### src/hw/rtl/itrgb_pkg.sv
package itrgb_pkg;

    // field widths
    localparam int CNT_W  = 16;
    localparam int MODE_W = 3;
    localparam int CH_W   = 8;
    localparam int CLR_W  = 27;
    localparam int IN_TDATA_W  = ((CNT_W + 7) / 8) * 8;
    localparam int OUT_TDATA_W = ((CLR_W + 7) / 8) * 8;

    // fixed point format of t and u
    localparam int FRAC_BITS = 16;
    localparam int T_W       = FRAC_BITS + 1;
    localparam logic [T_W-1:0] T_ONE = T_W'(1) << FRAC_BITS;

    // divider: quotient bits resolved per register stage
    localparam int DIV_STEPS  = 2;
    localparam int DIV_STAGES = (FRAC_BITS + DIV_STEPS - 1) / DIV_STEPS;

    // curve scale factors (255 times 9, 8.5 * 2, 15)
    localparam int K_W = 13;
    localparam logic [K_W-1:0] K_A = K_W'(2295);
    localparam logic [K_W-1:0] K_B = K_W'(4335);
    localparam logic [K_W-1:0] K_C = K_W'(3825);
    localparam int SCL_W = T_W + K_W;

    // palette masks
    localparam logic [CH_W-1:0] DARK_MASK  = CH_W'(8'h15);
    localparam logic [CH_W-1:0] CLOWN_MASK = CH_W'(8'h11);
    localparam int CLOWN_W = 11;
    localparam logic [CLOWN_W-1:0] CLOWN_GAIN = CLOWN_W'(100);

    localparam logic [CNT_W-1:0] MAX_ITER_RST = CNT_W'(50);

    // palette modes
    localparam logic [MODE_W-1:0] MODE_DARK  = MODE_W'(0);
    localparam logic [MODE_W-1:0] MODE_BLUE  = MODE_W'(1);
    localparam logic [MODE_W-1:0] MODE_RED   = MODE_W'(2);
    localparam logic [MODE_W-1:0] MODE_CLOWN = MODE_W'(3);
    localparam logic [MODE_W-1:0] MODE_GREEN = MODE_W'(4);

    // normalised count handed from divider to curve pipeline
    typedef struct packed {
        logic [T_W-1:0]    t;
        logic [MODE_W-1:0] mode;
    } t_norm;

    // curve values handed to the palette stage
    typedef struct packed {
        logic [CH_W-1:0]   a;
        logic [CH_W-1:0]   b;
        logic [CH_W-1:0]   c;
        logic [MODE_W-1:0] mode;
    } t_curves;

    // Q.F product truncated back to Q.F; operands never exceed one
    function automatic logic [T_W-1:0] fx_mul(input logic [T_W-1:0] x,
                                              input logic [T_W-1:0] y);
        logic [2*T_W-1:0] prod;
        prod = x * y;
        return prod[FRAC_BITS +: T_W];
    endfunction

    // clown channel: keep bits 0 and 4, scale by 100
    function automatic logic [CLOWN_W-1:0] clown_ch(input logic [CH_W-1:0] ch);
        logic [CLOWN_W-1:0] m;
        m = CLOWN_W'(ch & CLOWN_MASK);
        return CLOWN_W'(m * CLOWN_GAIN);
    endfunction

endpackage

### src/hw/rtl/itrgb_map.sv
module itrgb_map (
    input  logic                        i_clk,
    input  logic                        i_rst_n,
    input  logic                        i_valid,
    output logic                        o_ready,
    input  itrgb_pkg::t_curves          i_curves,
    output logic                        o_valid,
    input  logic                        i_ready,
    output logic [itrgb_pkg::CLR_W-1:0] o_color
);

    localparam int CW = itrgb_pkg::CH_W;
    localparam int KW = itrgb_pkg::CLOWN_W;
    localparam int OW = itrgb_pkg::CLR_W;

    logic          r_v;
    logic [OW-1:0] r_color;
    logic          w_load;
    logic [KW-1:0] n_red, n_green, n_blue;
    logic [OW-1:0] n_color;

    assign w_load  = !r_v || i_ready;
    assign o_ready = w_load;

    // route curves to channels per palette
    always_comb begin
        n_red   = '0;
        n_green = '0;
        n_blue  = '0;
        unique case (i_curves.mode)
            itrgb_pkg::MODE_DARK: begin
                n_red   = KW'(i_curves.a);
                n_green = KW'(i_curves.b & itrgb_pkg::DARK_MASK);
                n_blue  = KW'(i_curves.c);
            end
            itrgb_pkg::MODE_BLUE: begin
                n_red   = KW'(i_curves.c);
                n_green = KW'(i_curves.a);
                n_blue  = KW'(i_curves.b);
            end
            itrgb_pkg::MODE_RED: begin
                n_red   = KW'(i_curves.b);
                n_green = KW'(i_curves.c);
                n_blue  = KW'(i_curves.a);
            end
            itrgb_pkg::MODE_CLOWN: begin
                n_red   = itrgb_pkg::clown_ch(i_curves.b);
                n_green = itrgb_pkg::clown_ch(i_curves.c);
                n_blue  = itrgb_pkg::clown_ch(i_curves.a);
            end
            itrgb_pkg::MODE_GREEN: begin
                n_red   = KW'(i_curves.c);
                n_green = KW'(i_curves.b);
                n_blue  = KW'(i_curves.a);
            end
            default: begin
                n_red   = '0;
                n_green = '0;
                n_blue  = '0;
            end
        endcase
    end

    // pack, overlapping clown bits OR together
    assign n_color = (OW'(n_red) << (2 * CW)) | (OW'(n_green) << CW) | OW'(n_blue);

    // output register
    always_ff @(posedge i_clk) begin
        if (!i_rst_n) begin
            r_v <= 1'b0;
        end else if (w_load) begin
            r_v <= i_valid;
        end
    end

    always_ff @(posedge i_clk) begin
        if (w_load) begin
            r_color <= n_color;
        end
    end

    assign o_valid = r_v;
    assign o_color = r_color;

    // undefined palette gives black
    a_undef_black: assert property (@(posedge i_clk) disable iff (!i_rst_n)
        (w_load && i_valid && (i_curves.mode > itrgb_pkg::MODE_GREEN)) |=> (r_color == '0))
        else $error("undefined palette produced colour");

endmodule

### config.mk
export PLATFORM = sky130hd
export DESIGN_NAME = itrgb_map
export DESIGN_NICKNAME = d
export VERILOG_FILES = /design/src/hw/rtl/itrgb_pkg.sv /design/src/hw/rtl/itrgb_map.sv
export SDC_FILE = /design/constraint.sdc
export NUM_CORES = 1
export LEC_CHECK = 0
export BUFFER_PORTS_ARGS = -buffer_cell sky130_fd_sc_hd__buf_2
export CORE_ASPECT_RATIO = 1.25
export CORE_MARGIN = 4
export CORE_UTILIZATION = 35
export DETAILED_ROUTE_END_ITERATION = 8
export GPL_TIMING_DRIVEN = 0
export SLEW_MARGIN = 25
export SYNTH_ARGS = -nofsm -noshare
export SYNTH_HDL_FRONTEND = slang
export SYNTH_SLANG_ARGS = --single-unit
### constraint.sdc
create_clock -name i_clk -period 1.35 [get_ports i_clk]
set_input_delay 0.2025 -clock i_clk [delete_from_list [all_inputs] [get_ports i_clk]]
set_output_delay 0.2025 -clock i_clk [all_outputs]
set_load 0.03 [all_outputs]
== After elaboration in Yosys (flattened, before gate mapping) ==
Cells that the tools add are included.
Storage, ports and cells
  output and inout bits: 29
  flip-flop bits (word level): 28
  logic and storage cells: 19
Operators by class
  reductions and logical operators: 5
  bitwise gates (word level): 2
  $mul: 3
  muxes and demuxes: 3
  equal/unequal tests: 4
Operators with widths (number)
  11-bit one-hot mux with 4 select lines: 2
  11-bit one-hot mux with 5 select lines: 1
  5-bit by 5-bit multiplier with 9-bit output (second input constant): 3
  27-bit by 11-bit bitwise OR with 27-bit output: 1
  27-bit by 19-bit bitwise OR with 27-bit output: 1
  3-bit by 2-bit equality test with 1-bit output (second input constant): 2
  2-bit OR reduction: 2
  3-bit by 1-bit equality test with 1-bit output (second input constant): 1
  3-bit equality test (second input constant): 1
  3-bit zero test: 1
  1-bit zero test: 1
  1-bit logical OR: 1

== Depth between registers and ports, before layout ==
  depth after elaboration: 5
  depth in mapped cells: 6
  gate-level depth less buffers: 4

== Worst setup path after synthesis ==
OpenSTA, ideal clock, no wires.
  path kind: register to register
  start: register r_v (netlist: o_valid)
  end: register r_color[0] (netlist: o_color[0]) (enable)
  slack: -0.317 ns
  path buffers: 0
  required time: 0.847 ns
  library setup time: 0.503 ns
  data arrival time: 1.164 ns
  stages on the path, launching flop included: 2
  path through: dfxtp_1 nand2b_1
Between the ends
  word-level cells in the longest chain between the ends: 2
Ends and longest elaborated chain
  start, declared: RTL line itrgb_map.sv:16  | logic r_v;
  start signal, assigned: RTL line itrgb_map.sv:72  | r_v <= i_valid;
  1-bit zero test: RTL line itrgb_map.sv:22  | assign w_load = !r_v || i_ready;
  1-bit logical OR: RTL line itrgb_map.sv:22
  via o_ready: RTL line itrgb_map.sv:5  | output logic o_ready,
  end signal, assigned: RTL line itrgb_map.sv:78  | r_color <= n_color;
  end, declared: RTL line itrgb_map.sv:17  | logic [OW-1:0] r_color;
The timed path passes the listed nets, and every way through them passes these cells.
A chain may end at the register's enable or synchronous reset.

== Worst setup path after layout ==
  start: register r_v (netlist: o_valid)
  end: output o_ready
Between the ends
  word-level cells in the longest chain between the ends: 2
Ends and longest elaborated chain (RTL line)
  1-bit zero test: itrgb_map.sv:22
  1-bit logical OR: itrgb_map.sv:22
  end, declared: itrgb_map.sv:5
No other way between the ends.

==> flow_metrics.tcl <==
set metrics [dict create \
    outcome "completed" \
    seq_area_sq_um 772 \
    finalMaxSlewViolations 0 \
    path_max_fanout 14 \
    avgSynthCellArea_sq_um 10.5 \
    dr.pass1.iters 4 \
    ff2ff_path_depth 1 \
    n_fill_cell 477 \
    postCtsSetupRepairBufs 0 \
    drt_iter0_markers 75 \
    drc 0 \
    fp.dieArea_sq_mm 0.00627 \
    routed_via_density 5.53 \
    yosys_warnings 0 \
    clockBufferDepth 2 \
    htreeDepth 1 \
    min_period_over_period_pct 94.3 \
    area_growth_pct 23.6 \
    synth_seq_cells 26 \
    dp_hpwl_um 3690 \
    fin_cells 289 \
    required_ns 1.15 \
    root_buffer "clkbuf_8" \
    placed_area_sq_mm 0.00213 \
    clk_latency_ns 0.27 \
    cts_num_sinks 26 \
    r2r_setup_slack_ns 0.41 \
    post_drt_wl_per_cell_um 17.2 \
    drt-total-wl_um 4970 \
    crit-reg2reg-launch "o_valid$_SDFFE_PN0P_" \
    leakage_nw 0.972 \
    startpoint_type "register" \
    syn-cell-area_sq_mm 0.00177 \
    hold_viol 0 \
    synth_ff_type "edfxtp_1" \
    cts_hold_buffers 0 \
    cp-end-kind "primary output" \
    nets 264 \
    design_area_sq_mm 0.00219 \
    start_util_pct 36.9 \
    peakVddDrop_v 0.000328 \
    antenna_found_initial 0 \
    dp.cells 284 \
    setup_violations 0 \
    synth_top_area_share_pct 42.4 \
    n_antenna_cell 0 \
    grt_usage_pct 16.1 \
    tns_ns 0 \
    endpoint "o_ready" \
    relSlewSlack_pct 61.8 \
    yosysTopAreaCell "edfxtp_1" \
    synth_edf_count 25 \
    grt_pass1_wl_um 7850 \
    ios 60 \
    numCtsBuffers 3 \
    rows 28 \
    skew_ns 0.00337 \
    cp-startpoint "o_valid$_SDFFE_PN0P_" \
    drtAntennaViolNets 0 \
    synth-async-reset-ratio_pct 0 \
    tightest_slew_ns 0.574 \
    drv_cap 0 \
    ys_seq_area_share_pct 43.5 \
    fp.dieW_um 71.6 \
    clkTransAtPathRegs_ns 0.09 \
    multi_input_area_sq_um 892 \
    min_path_type "input pin to register" \
    report.power.total_mw 2.10 \
    criticalPathCategory "register to primary output" \
    min_period_ns 1.27 \
    rsz0062_at_grt "false" \
    syn_nets 202 \
    p_per_area_mw_per_mm2 959 \
    fmax_ghz 0.786 \
    design.core.area_sq_mm 0.00480 \
    tritoncts "built" \
    gp_congestion 0.896 \
    yosys-top-cells-area "edfxtp_1 (42%), nand2b_1 (4.6%), mux2_2 (4.5%)" \
    grt_max_degree 15 \
    grt_overflow_total 0 \
    vias 1597 \
    drive_above_1_share_pct 37.1 \
    io_buffers 56 \
    r2r-end "o_color[3]$_SDFFCE_PN0P_" \
    grt_pass1_vias 1564 \
    worstPathArrival_ns 1.07 \
    die_h_um 87.5 \
    synth.distinct_cells 42 \
    synth_cells 168 \
]
==> metrics by stage <==
step / utilization, % / hold WS [ns] / worst slack [ns]
floorplan: - / 0.341 / 0.0336
global placement: 44.3 / 0.451 / -0.183
detailed placement: 44.3 / 0.453 / -0.194
CTS: 45.6 / 0.168 / 0.0170
global route: 45.6 / 0.148 / 0.0169
finish: 45.6 / 0.155 / 0.0773
==> timing repair <==
action | 4_1_cts | 5_1_grt
endpoints found under the setup margin | 1 | 1
gates cloned | 1 | 0
gates resized for setup | 1 | 1
==> worst min path at each step <==
| stage | startpoint | to | slack [ns] | cells after the start |
|---|---|---|---|---|
| after CTS | i_valid | o_valid$_SDFFE_PN0P_ | 0.17 | 3 |
| final | i_valid | o_valid$_SDFFE_PN0P_ | 0.16 | 3 |
| after global routing | i_rst_n | o_valid$_SDFFE_PN0P_ | 0.15 | 2 |
| after global placement | i_valid | o_valid$_SDFFE_PN0P_ | 0.45 | 3 |
| after floorplan | i_valid | o_valid$_SDFFE_PN0P_ | 0.34 | 2 |
| after detailed placement | i_valid | o_valid$_SDFFE_PN0P_ | 0.45 | 3 |
==> registers in the layout, summed over array words and instances, names as in the netlist <==
name / flops
o_color: 25
o_valid: 1
==> synthesized netlist by cell type, drive strengths merged (2+ instances only) <==
master and instances:
a21boi 3, buf 11, nor2 4, mux2i 5
nand3 2, mux2 7, nand2b 13, or2 2
a21oi 9, nor2b 9, a22oi 6, ha 3
o22ai 11, o21ai 4, inv 6, a32oi 3
clkbuf 4, and3b 3, mux4 3, nand2 15
and2 2, o221ai 2, edfxtp 25, a21o 2
==> cells in the final DEF (no fill, tap or decap), drive strengths merged <==
cell type  instances
buf               67
edfxtp            25
nand2             15
nand2b            14
o22ai             11
nor2b              9
a21oi              9
mux2               7
clkbuf             7
inv                6
a22oi              6
mux2i              5
nor2               4
o21ai              4
a32oi              3
mux4               3
a21boi             3
and3b              3
ha                 3
nand3              2
and2               2
o221ai             2
a21o               2
or2                2
and2b              1
a221o              1
or3b               1
nor3b              1
a22o               1
o211ai             1
o31ai              1
o2bb2a             1
nand3b             1
o2bb2ai            1
a211o              1
a32o               1
conb               1
clkinv             1
dfxtp              1
==> worst max-delay path, cell delays in order (launching register included) <==
cell,delay [ns]
dfxtp_2,0.36
nand2b_4,0.20
buf_2,0.24
==> power by group <==
part | internal, mW | switching [mW] | leakage (nW)
logic | 0.235 | 0.420 | 0.662
clock network | 0.204 | 0.241 | 0.0231
registers | 0.979 | 0.0199 | 0.287
total | 1.42 | 0.680 | 0.972
==> kinds of logic (layout without fill, tap and decap cells) <==
family / Yosys count / after routing / synth area share (%)
AOI/OAI and AO/OA: 48 / 48 / 18.7
adders and majority gates: 3 / 3 / 2.12
buffers and inverters: 21 / 81 / 7.00
DFF: 26 / 26 / 43.5
muxes: 15 / 15 / 11.1
other: 1 / 1 / 0.212
and+or+nand+nor: 54 / 55 / 17.3
==> cell type report <==
type / count / share of cell area (%)
inverters: 6 / 1.03
multi-input cells: 122 / 40.8
well taps: 60 / 3.43
clock inverters: 1 / 0.172
flip-flops and latches: 26 / 35.3
plain buffers: 15 / 4.63
repair buffers: 56 / 12.8
clock buffers: 3 / 1.89
==> per-layer routing <==
metal / part of all wire (%) / wire (um) / up-vias / global-route usage [%]
met1: 41 / 2030 / 758 / 20.0
met2: 49 / 2460 / 73 / 28.0
met4: 2.9 / 146 / 0 / 7.01
met5: 0 / 0 / - / 0
li1: - / - / 753 / -
met3: 6.7 / 334 / 13 / 1.62
Note: power is estimated with default switching activity, not from simulation.
