File: src/hw/rtl/itrgb_pkg.sv
package itrgb_pkg;

    // field widths
    localparam int CNT_W  = 16;
    localparam int MODE_W = 3;
    localparam int CH_W   = 8;
    localparam int CLR_W  = 27;
    localparam int IN_TDATA_W  = ((CNT_W + 7) / 8) * 8;
    localparam int OUT_TDATA_W = ((CLR_W + 7) / 8) * 8;

    // fixed point format of t and u
    localparam int FRAC_BITS = 16;
    localparam int T_W       = FRAC_BITS + 1;
    localparam logic [T_W-1:0] T_ONE = T_W'(1) << FRAC_BITS;

    // divider: quotient bits resolved per register stage
    localparam int DIV_STEPS  = 2;
    localparam int DIV_STAGES = (FRAC_BITS + DIV_STEPS - 1) / DIV_STEPS;

    // curve scale factors (255 times 9, 8.5 * 2, 15)
    localparam int K_W = 13;
    localparam logic [K_W-1:0] K_A = K_W'(2295);
    localparam logic [K_W-1:0] K_B = K_W'(4335);
    localparam logic [K_W-1:0] K_C = K_W'(3825);
    localparam int SCL_W = T_W + K_W;

    // palette masks
    localparam logic [CH_W-1:0] DARK_MASK  = CH_W'(8'h15);
    localparam logic [CH_W-1:0] CLOWN_MASK = CH_W'(8'h11);
    localparam int CLOWN_W = 11;
    localparam logic [CLOWN_W-1:0] CLOWN_GAIN = CLOWN_W'(100);

    localparam logic [CNT_W-1:0] MAX_ITER_RST = CNT_W'(50);

    // palette modes
    localparam logic [MODE_W-1:0] MODE_DARK  = MODE_W'(0);
    localparam logic [MODE_W-1:0] MODE_BLUE  = MODE_W'(1);
    localparam logic [MODE_W-1:0] MODE_RED   = MODE_W'(2);
    localparam logic [MODE_W-1:0] MODE_CLOWN = MODE_W'(3);
    localparam logic [MODE_W-1:0] MODE_GREEN = MODE_W'(4);

    // normalised count handed from divider to curve pipeline
    typedef struct packed {
        logic [T_W-1:0]    t;
        logic [MODE_W-1:0] mode;
    } t_norm;

    // curve values handed to the palette stage
    typedef struct packed {
        logic [CH_W-1:0]   a;
        logic [CH_W-1:0]   b;
        logic [CH_W-1:0]   c;
        logic [MODE_W-1:0] mode;
    } t_curves;

    // Q.F product truncated back to Q.F; operands never exceed one
    function automatic logic [T_W-1:0] fx_mul(input logic [T_W-1:0] x,
                                              input logic [T_W-1:0] y);
        logic [2*T_W-1:0] prod;
        prod = x * y;
        return prod[FRAC_BITS +: T_W];
    endfunction

    // clown channel: keep bits 0 and 4, scale by 100
    function automatic logic [CLOWN_W-1:0] clown_ch(input logic [CH_W-1:0] ch);
        logic [CLOWN_W-1:0] m;
        m = CLOWN_W'(ch & CLOWN_MASK);
        return CLOWN_W'(m * CLOWN_GAIN);
    endfunction

endpackage

File: src/hw/rtl/itrgb_div.sv
module itrgb_div (
    input  logic                          i_clk,
    input  logic                          i_rst_n,
    input  logic                          i_valid,
    output logic                          o_ready,
    input  logic [itrgb_pkg::CNT_W-1:0]   i_count,
    input  logic [itrgb_pkg::MODE_W-1:0]  i_mode,
    input  logic [itrgb_pkg::CNT_W-1:0]   i_limit,
    output logic                          o_valid,
    input  logic                          i_ready,
    output itrgb_pkg::t_norm              o_norm
);

    localparam int N = itrgb_pkg::DIV_STAGES;

    logic                           r_v    [0:N];
    logic [itrgb_pkg::CNT_W-1:0]    r_rem  [0:N];
    logic [itrgb_pkg::T_W-1:0]      r_quo  [0:N];
    logic [itrgb_pkg::MODE_W-1:0]   r_mode [0:N];
    logic                           w_rdy  [0:N+1];

    logic [itrgb_pkg::CNT_W-1:0]    w_lim;
    logic [itrgb_pkg::CNT_W-1:0]    w_cnt;
    logic                           w_top;

    // a zero limit counts as one
    assign w_lim = (i_limit == '0) ? itrgb_pkg::CNT_W'(1) : i_limit;

    // ready ripples back: a stage takes new data when empty or draining
    assign w_rdy[N+1] = i_ready;
    for (genvar s = 0; s <= N; s++) begin : g_rdy
        assign w_rdy[s] = !r_v[s] || w_rdy[s+1];
    end
    assign o_ready = w_rdy[0];

    // entry stage: clamp, then the integer quotient bit (count == limit)
    assign w_cnt = (i_count > w_lim) ? w_lim : i_count;
    assign w_top = (w_cnt == w_lim);

    always_ff @(posedge i_clk) begin
        if (!i_rst_n) begin
            r_v[0] <= 1'b0;
        end else if (w_rdy[0]) begin
            r_v[0] <= i_valid;
        end
    end

    always_ff @(posedge i_clk) begin
        if (w_rdy[0]) begin
            r_rem[0]  <= w_top ? '0 : w_cnt;
            r_quo[0]  <= itrgb_pkg::T_W'(w_top);
            r_mode[0] <= i_mode;
        end
    end

    // restoring division, DIV_STEPS fraction bits per stage
    for (genvar s = 1; s <= N; s++) begin : g_stage
        logic [itrgb_pkg::CNT_W-1:0] n_rem;
        logic [itrgb_pkg::T_W-1:0]   n_quo;

        always_comb begin
            logic [itrgb_pkg::CNT_W:0] v_trial;
            n_rem   = r_rem[s-1];
            n_quo   = r_quo[s-1];
            v_trial = '0;
            for (int j = 0; j < itrgb_pkg::DIV_STEPS; j++) begin
                if ((s - 1) * itrgb_pkg::DIV_STEPS + j < itrgb_pkg::FRAC_BITS) begin
                    v_trial = {n_rem, 1'b0};
                    if (v_trial >= {1'b0, w_lim}) begin
                        n_rem = itrgb_pkg::CNT_W'(v_trial - {1'b0, w_lim});
                        n_quo = {n_quo[itrgb_pkg::T_W-2:0], 1'b1};
                    end else begin
                        n_rem = v_trial[itrgb_pkg::CNT_W-1:0];
                        n_quo = {n_quo[itrgb_pkg::T_W-2:0], 1'b0};
                    end
                end
            end
        end

        always_ff @(posedge i_clk) begin
            if (!i_rst_n) begin
                r_v[s] <= 1'b0;
            end else if (w_rdy[s]) begin
                r_v[s] <= r_v[s-1];
            end
        end

        always_ff @(posedge i_clk) begin
            if (w_rdy[s]) begin
                r_rem[s]  <= n_rem;
                r_quo[s]  <= n_quo;
                r_mode[s] <= r_mode[s-1];
            end
        end
    end

    assign o_valid     = r_v[N];
    assign o_norm.t    = r_quo[N];
    assign o_norm.mode = r_mode[N];

    // partial remainder must stay below the divisor in every live stage
    for (genvar s = 0; s <= N; s++) begin : g_chk
        a_rem_below_lim: assert property (@(posedge i_clk) disable iff (!i_rst_n)
            r_v[s] |-> (r_rem[s] < w_lim))
            else $error("divider remainder not below limit");
    end

    // normalised count never exceeds one
    a_t_max: assert property (@(posedge i_clk) disable iff (!i_rst_n)
        o_valid |-> (o_norm.t <= itrgb_pkg::T_ONE))
        else $error("normalised count above one");

endmodule

File: config.mk
export PLATFORM = sky130hd
export DESIGN_NAME = itrgb_div
export DESIGN_NICKNAME = d
export VERILOG_FILES = /design/src/hw/rtl/itrgb_pkg.sv /design/src/hw/rtl/itrgb_div.sv
export SDC_FILE = /design/constraint.sdc
export NUM_CORES = 1
export LEC_CHECK = 0
export BUFFER_PORTS_ARGS = -buffer_cell sky130_fd_sc_hd__buf_2
export CORE_ASPECT_RATIO = 1.5
export CORE_MARGIN = 2
export CORE_UTILIZATION = 59
export CTS_BUF_LIST = sky130_fd_sc_hd__clkbuf_16
export DETAILED_ROUTE_END_ITERATION = 16
export PLACE_DENSITY_LB_ADDON = 0.2
export SETUP_SLACK_MARGIN = 0.02
export SYNTH_ARGS = -nofsm -noshare
export SYNTH_HDL_FRONTEND = slang
export SYNTH_SLANG_ARGS = --single-unit
File: constraint.sdc
create_clock -name i_clk -period 13.1 [get_ports i_clk]
set_clock_uncertainty 0.1 [all_clocks]
set_input_delay 1.965 -clock i_clk [delete_from_list [all_inputs] [get_ports i_clk]]
set_output_delay 1.965 -clock i_clk [all_outputs]
set_load 0.005 [all_outputs]
# After elaboration in Yosys (flattened, before gate mapping)
# Memories as Yosys holds them, arrays and structs flattened.
# Index checks and enable logic that the tools add are counted.
# Widths: inputs -> output; s select.
# op_classes
addsub	16
mul	0
div	0
n_lt_le_gt_ge	17
n_eq_ne	1
shifts	0
n_mux	81
bitwise	9
reduce_logical	19
# ops
operator	count
$mux 16	19
$ge 17x16->1	16
$sub 16x16->16	16
$mux 1	62
$eq 16x16->1	1
$gt 16x16->1	1
$logic_not 16->1	1
$logic_not 1->1	9
$logic_or 1x1->1	9
$or 1x1->1	9
# word_totals
reg_bits	0
latch_bits	0
mem_bits_rw	333
rom_bits	0
inputBits	39
elab_cells	147
n_memories	4
# mem_list
memory	words	word_bits	rd	rd_ports_with_merged_regs	wr	line_no	text
r_quo	9	17	9	0	9	itrgb_div.sv:18	logic [itrgb_pkg::T_W-1:0] r_quo [0:N];
r_rem	9	16	8	0	9	itrgb_div.sv:17	logic [itrgb_pkg::CNT_W-1:0] r_rem [0:N];
r_mode	9	3	9	0	9	itrgb_div.sv:19	logic [itrgb_pkg::MODE_W-1:0] r_mode [0:N];
r_v	9	1	9	0	9	itrgb_div.sv:16	logic r_v [0:N];

# Depth between registers and ports, before layout
# An unclocked memory read counts as a cell.
# logic_depth
depth_word	15
depth_mapped	28
mapped_depth_nobuf	22

# Worst setup path before layout
# Ideal clock, no wire load.
# synth_path
kind	in2reg
startpoint	input i_limit[1] (netlist bit)
endpoint	memory r_rem[0][39] (netlist bit), data pin
setup_time_ns	0.260
t_arrival_ns	7.393
setup_slack_ns	5.348
path_stages	28
path_buffers	7
path_cell_list	buf_2 nor4_4 a41o_1 buf_6 inv_4 buf_2 clkbuf_1 ha_1 nand4_1 nor3_1 nor3b_1 o21a_1 o21ai_0 buf_2 buf_1 nor2_1 a21oi_1 ha_1 o21a_1 o21ai_0 o221ai_1 a221oi_1 o21ai_0 a31oi_1 o221ai_1 a31oi_4 buf_4 mux2_2
# synth_rtl
element	line_no	text
start: declaration	itrgb_div.sv:8	input logic [itrgb_pkg::CNT_W-1:0] i_limit,
end: declaration	itrgb_div.sv:17	

==> impl_results.md <==
- DRT iter0 DRCs: around 1.3k
- Reg clk slew, reported paths: 0.07 ns
- Unrepaired setup endpoints after global routing: no
- Final Hold Viols: 0
- Port bufs: 60
- Ys async rst share: 0%
- Vias in the first global route: 18.2k
- Clock sinks: 245
- Total gr overflow: 0
- Final Max Tran Viols: 0
- Worst setup SP type: input port
- Worst slew pin tran: 1.24 ns
- Commonest non-fill, non-tap cell in the layout: ha_1
- Synth warn: 0
- Fillers: approximately 3k
- Root Buffer: clkbuf_16
- Commonest cells after routing, fill and taps aside: ha_1 (264), edfxtp_1 (244), a21oi_1 (208)
- Final ANT Viol Nets: 0
- Syn nets: 2568
- # diodes: 0
- Endpoints failing setup: 0
- Yosys reg bits: 245
- Die area: 0.0393 mm²
- TritonCTS clock tree: done
- Status: finished clean
- # Max-Cap Violations: 0
- Synth cell types: 89
- Net count, final: between 2k and 3k
- Hold-fix buffers at CTS: 0
- Post-synthesis cell count: 2257
- Area growth from synthesis to layout: 8.00%
- Crit path DAT: 9.01 ns
- Die Span X: 163 µm
- Num ports: 61
- Critical Setup Path Class: input port to register
- Drc violations: 0
- Vias per std cell: roughly 6.4
- Worst path slowest cell: nand2_1
- Crit path largest cell delay: around 0.75 ns
- Worst EP required: 13.29 ns
- DP HPWL: 44800 µm
- Mapped Area: roughly 0.022 mm²
- Layout cells sized above 1: between 10% and 20%
- Max frequency: 113 MHz
- Setup Fix Bufs, Post-CTS: 0
- Cts bufs inserted: 26
- Ys flop type: edfxtp_1
- Fraction of the cycle the final worst path needs: 67.3%
- Post-synth EDFFs: 244
- Post-layout min period: 8.82 ns
- First-pass GRT wire length: 95400 µm
- Synth area leaders: edfxtp_1 (33%), ha_1 (15%), mux2_2 (6.1%)
- H-Tree Depth: 1
- Die height: between 200 and 250 µm
- Worst Path Max Fanout: 36
- Relative slew slack: between 10% and 20%
- Clock buffer depth: 3
- Core area: 0.0373 mm²
- Resize count post-CTS: 0
- Cell taking the most area after synthesis: edfxtp_1
- Final wirelength: roughly 60000 µm
- Total track usage: 30.9%
- DR WL/cell: 21.5 µm
- Row cnt: 87
- Worst path cell trace: buf_2 -> nor3_1 -> a41o_2 -> buf_4 -> inv_4 -> ha_1 -> nand3_1 -> nor3_1 -> nor4_1 -> nand2_1 -> nor2_1 -> a21oi_1 -> ha_1 -> a2111oi_0 -> a21oi_1 -> a21oi_1 -> o31ai_1 -> a2111oi_0 -> nor2_1 -> nor2_1 -> inv_2 -> mux2_2
- Largest net degree at the start of global routing: 37
- Clk_lat worst skew: 0.56 ns
- Starting density of the core: 59.6%
- Sequential-to-total area share from yosys stat: about a third
- RePlAce Congestion: 0.926
- Via count: 18.0k
- Share of the synthesized area in the top cell type: between 30% and 40%
- Number of antenna violations at the first check in global routing: 0
- Critical Path End Type: register
- TNS Setup: 0 ns
- Pre-antenna DRT Iters: 5
- Avg Cell Area, Syn: ~10 µm²
- Hold WC Path Type: register to register
-- per-layer routing --
layer	routed length, µm	share of wire, %	vias up	GRT usage [%]
met1	22200	36	8617	32.9
li1	-	-	8681	-
met4	4970	8.2	0	21.7
met5	0	0	-	0
met2	31400	51	513	56.8
met3	2400	3.9	225	2.68
-- cell type report --
class	instances	area (µm²)	share of cell area, %
Clock buffer	26	651	2.71
Clock inverter	21	236	0.985
Inverter	104	393	1.64
Multi-Input combinational cell	1858	14300	59.4
Sequential cell	245	7350	30.6
Tap cell	489	612	2.55
Timing Repair Buffer	89	518	2.16
-- worst paths after layout --
check | start | end | slack [ns] | depth (start not counted)
hold / removal | r_mode[0][1] | r_mode[0][4] | 0.32 | 0
setup reg to reg | r_rem[0][53] | r_rem[0][77] | 6.45 | 19
setup / recovery | i_limit[5] | r_rem[0][77] | 4.28 | 22
hold reg to reg | r_mode[0][1] | r_mode[0][4] | 0.32 | 0
-- flip-flops by register name, summed over array words and instances (netlist names) --
name,cells
r_rem,128
r_quo,81
r_mode,27
r_v,9
-- cell families (layout without fill, tap and decap cells) --
kind of cell               count (synthesis)  count (layout)  synth area share [%]
buffers and inverters                    154             240                  2.88
AOI/OAI and AO/OA                        653             653                  19.6
adders and majority gates                272             272                  15.6
xor gates and xnor gates                 202             202                  7.96
DFF                                      245             245                  33.0
muxes                                    154             154                  7.98
and+or+nand+nor                          577             577                  13.0
-- synthesized netlist by cell type, types with 5 or more instances --
cell type and n:
edfxtp_1 244, o21ai_1 9, o31ai_1 12, and3_1 17, fa_1 8, mux2_4 15
and4_1 8, nand3_1 38, a21oi_1 208, ha_1 264, a221o_1 7, inv_1 100
a221oi_1 5, xor2_1 57, clkbuf_1 29, buf_2 8, o211ai_1 7, nor4_1 15
a211oi_1 21, nand2_1 127, a2bb2oi_1 7, nand2b_1 23, nand4_1 41, mux2_1 7
nor2_1 161, buf_4 5, nor2b_1 23, o221ai_1 6, a21o_1 118, or3_1 12
mux2i_1 12, o21bai_1 17, o21a_1 28, or2_2 15, a2111oi_0 9, a31oi_1 22
mux2_2 120, a211o_1 8, and2_1 39, o21ai_0 100, xnor2_1 145, nor3_1 39
-- worst max-delay path, delay by kind of cell --
family	cells	cell delay, ns
simple gates	8	2.68
compound gates	7	2.16
buf+inv	4	1.11
fa+ha+maj	2	0.73
mux	1	0.32
-- metrics by stage --
stage	hold slack (ns)	instance area [µm²]	utilization, %	worst slack (ns)	std cells
3_3_place_gp	0.301	23100	61.9	4.26	2785
5_1_grt	0.320	24000	64.3	3.53	2832
6_report	0.315	24000	64.3	4.28	2832
3_5_place_dp	0.305	23100	61.9	4.00	2785
4_1_cts	0.319	24000	64.3	4.55	2832
2_1_floorplan	0.300	22200	-	5.35	2257
Power is not shown: default switching activity piles up to over one toggle a cycle in this logic, so the estimate is an artifact.
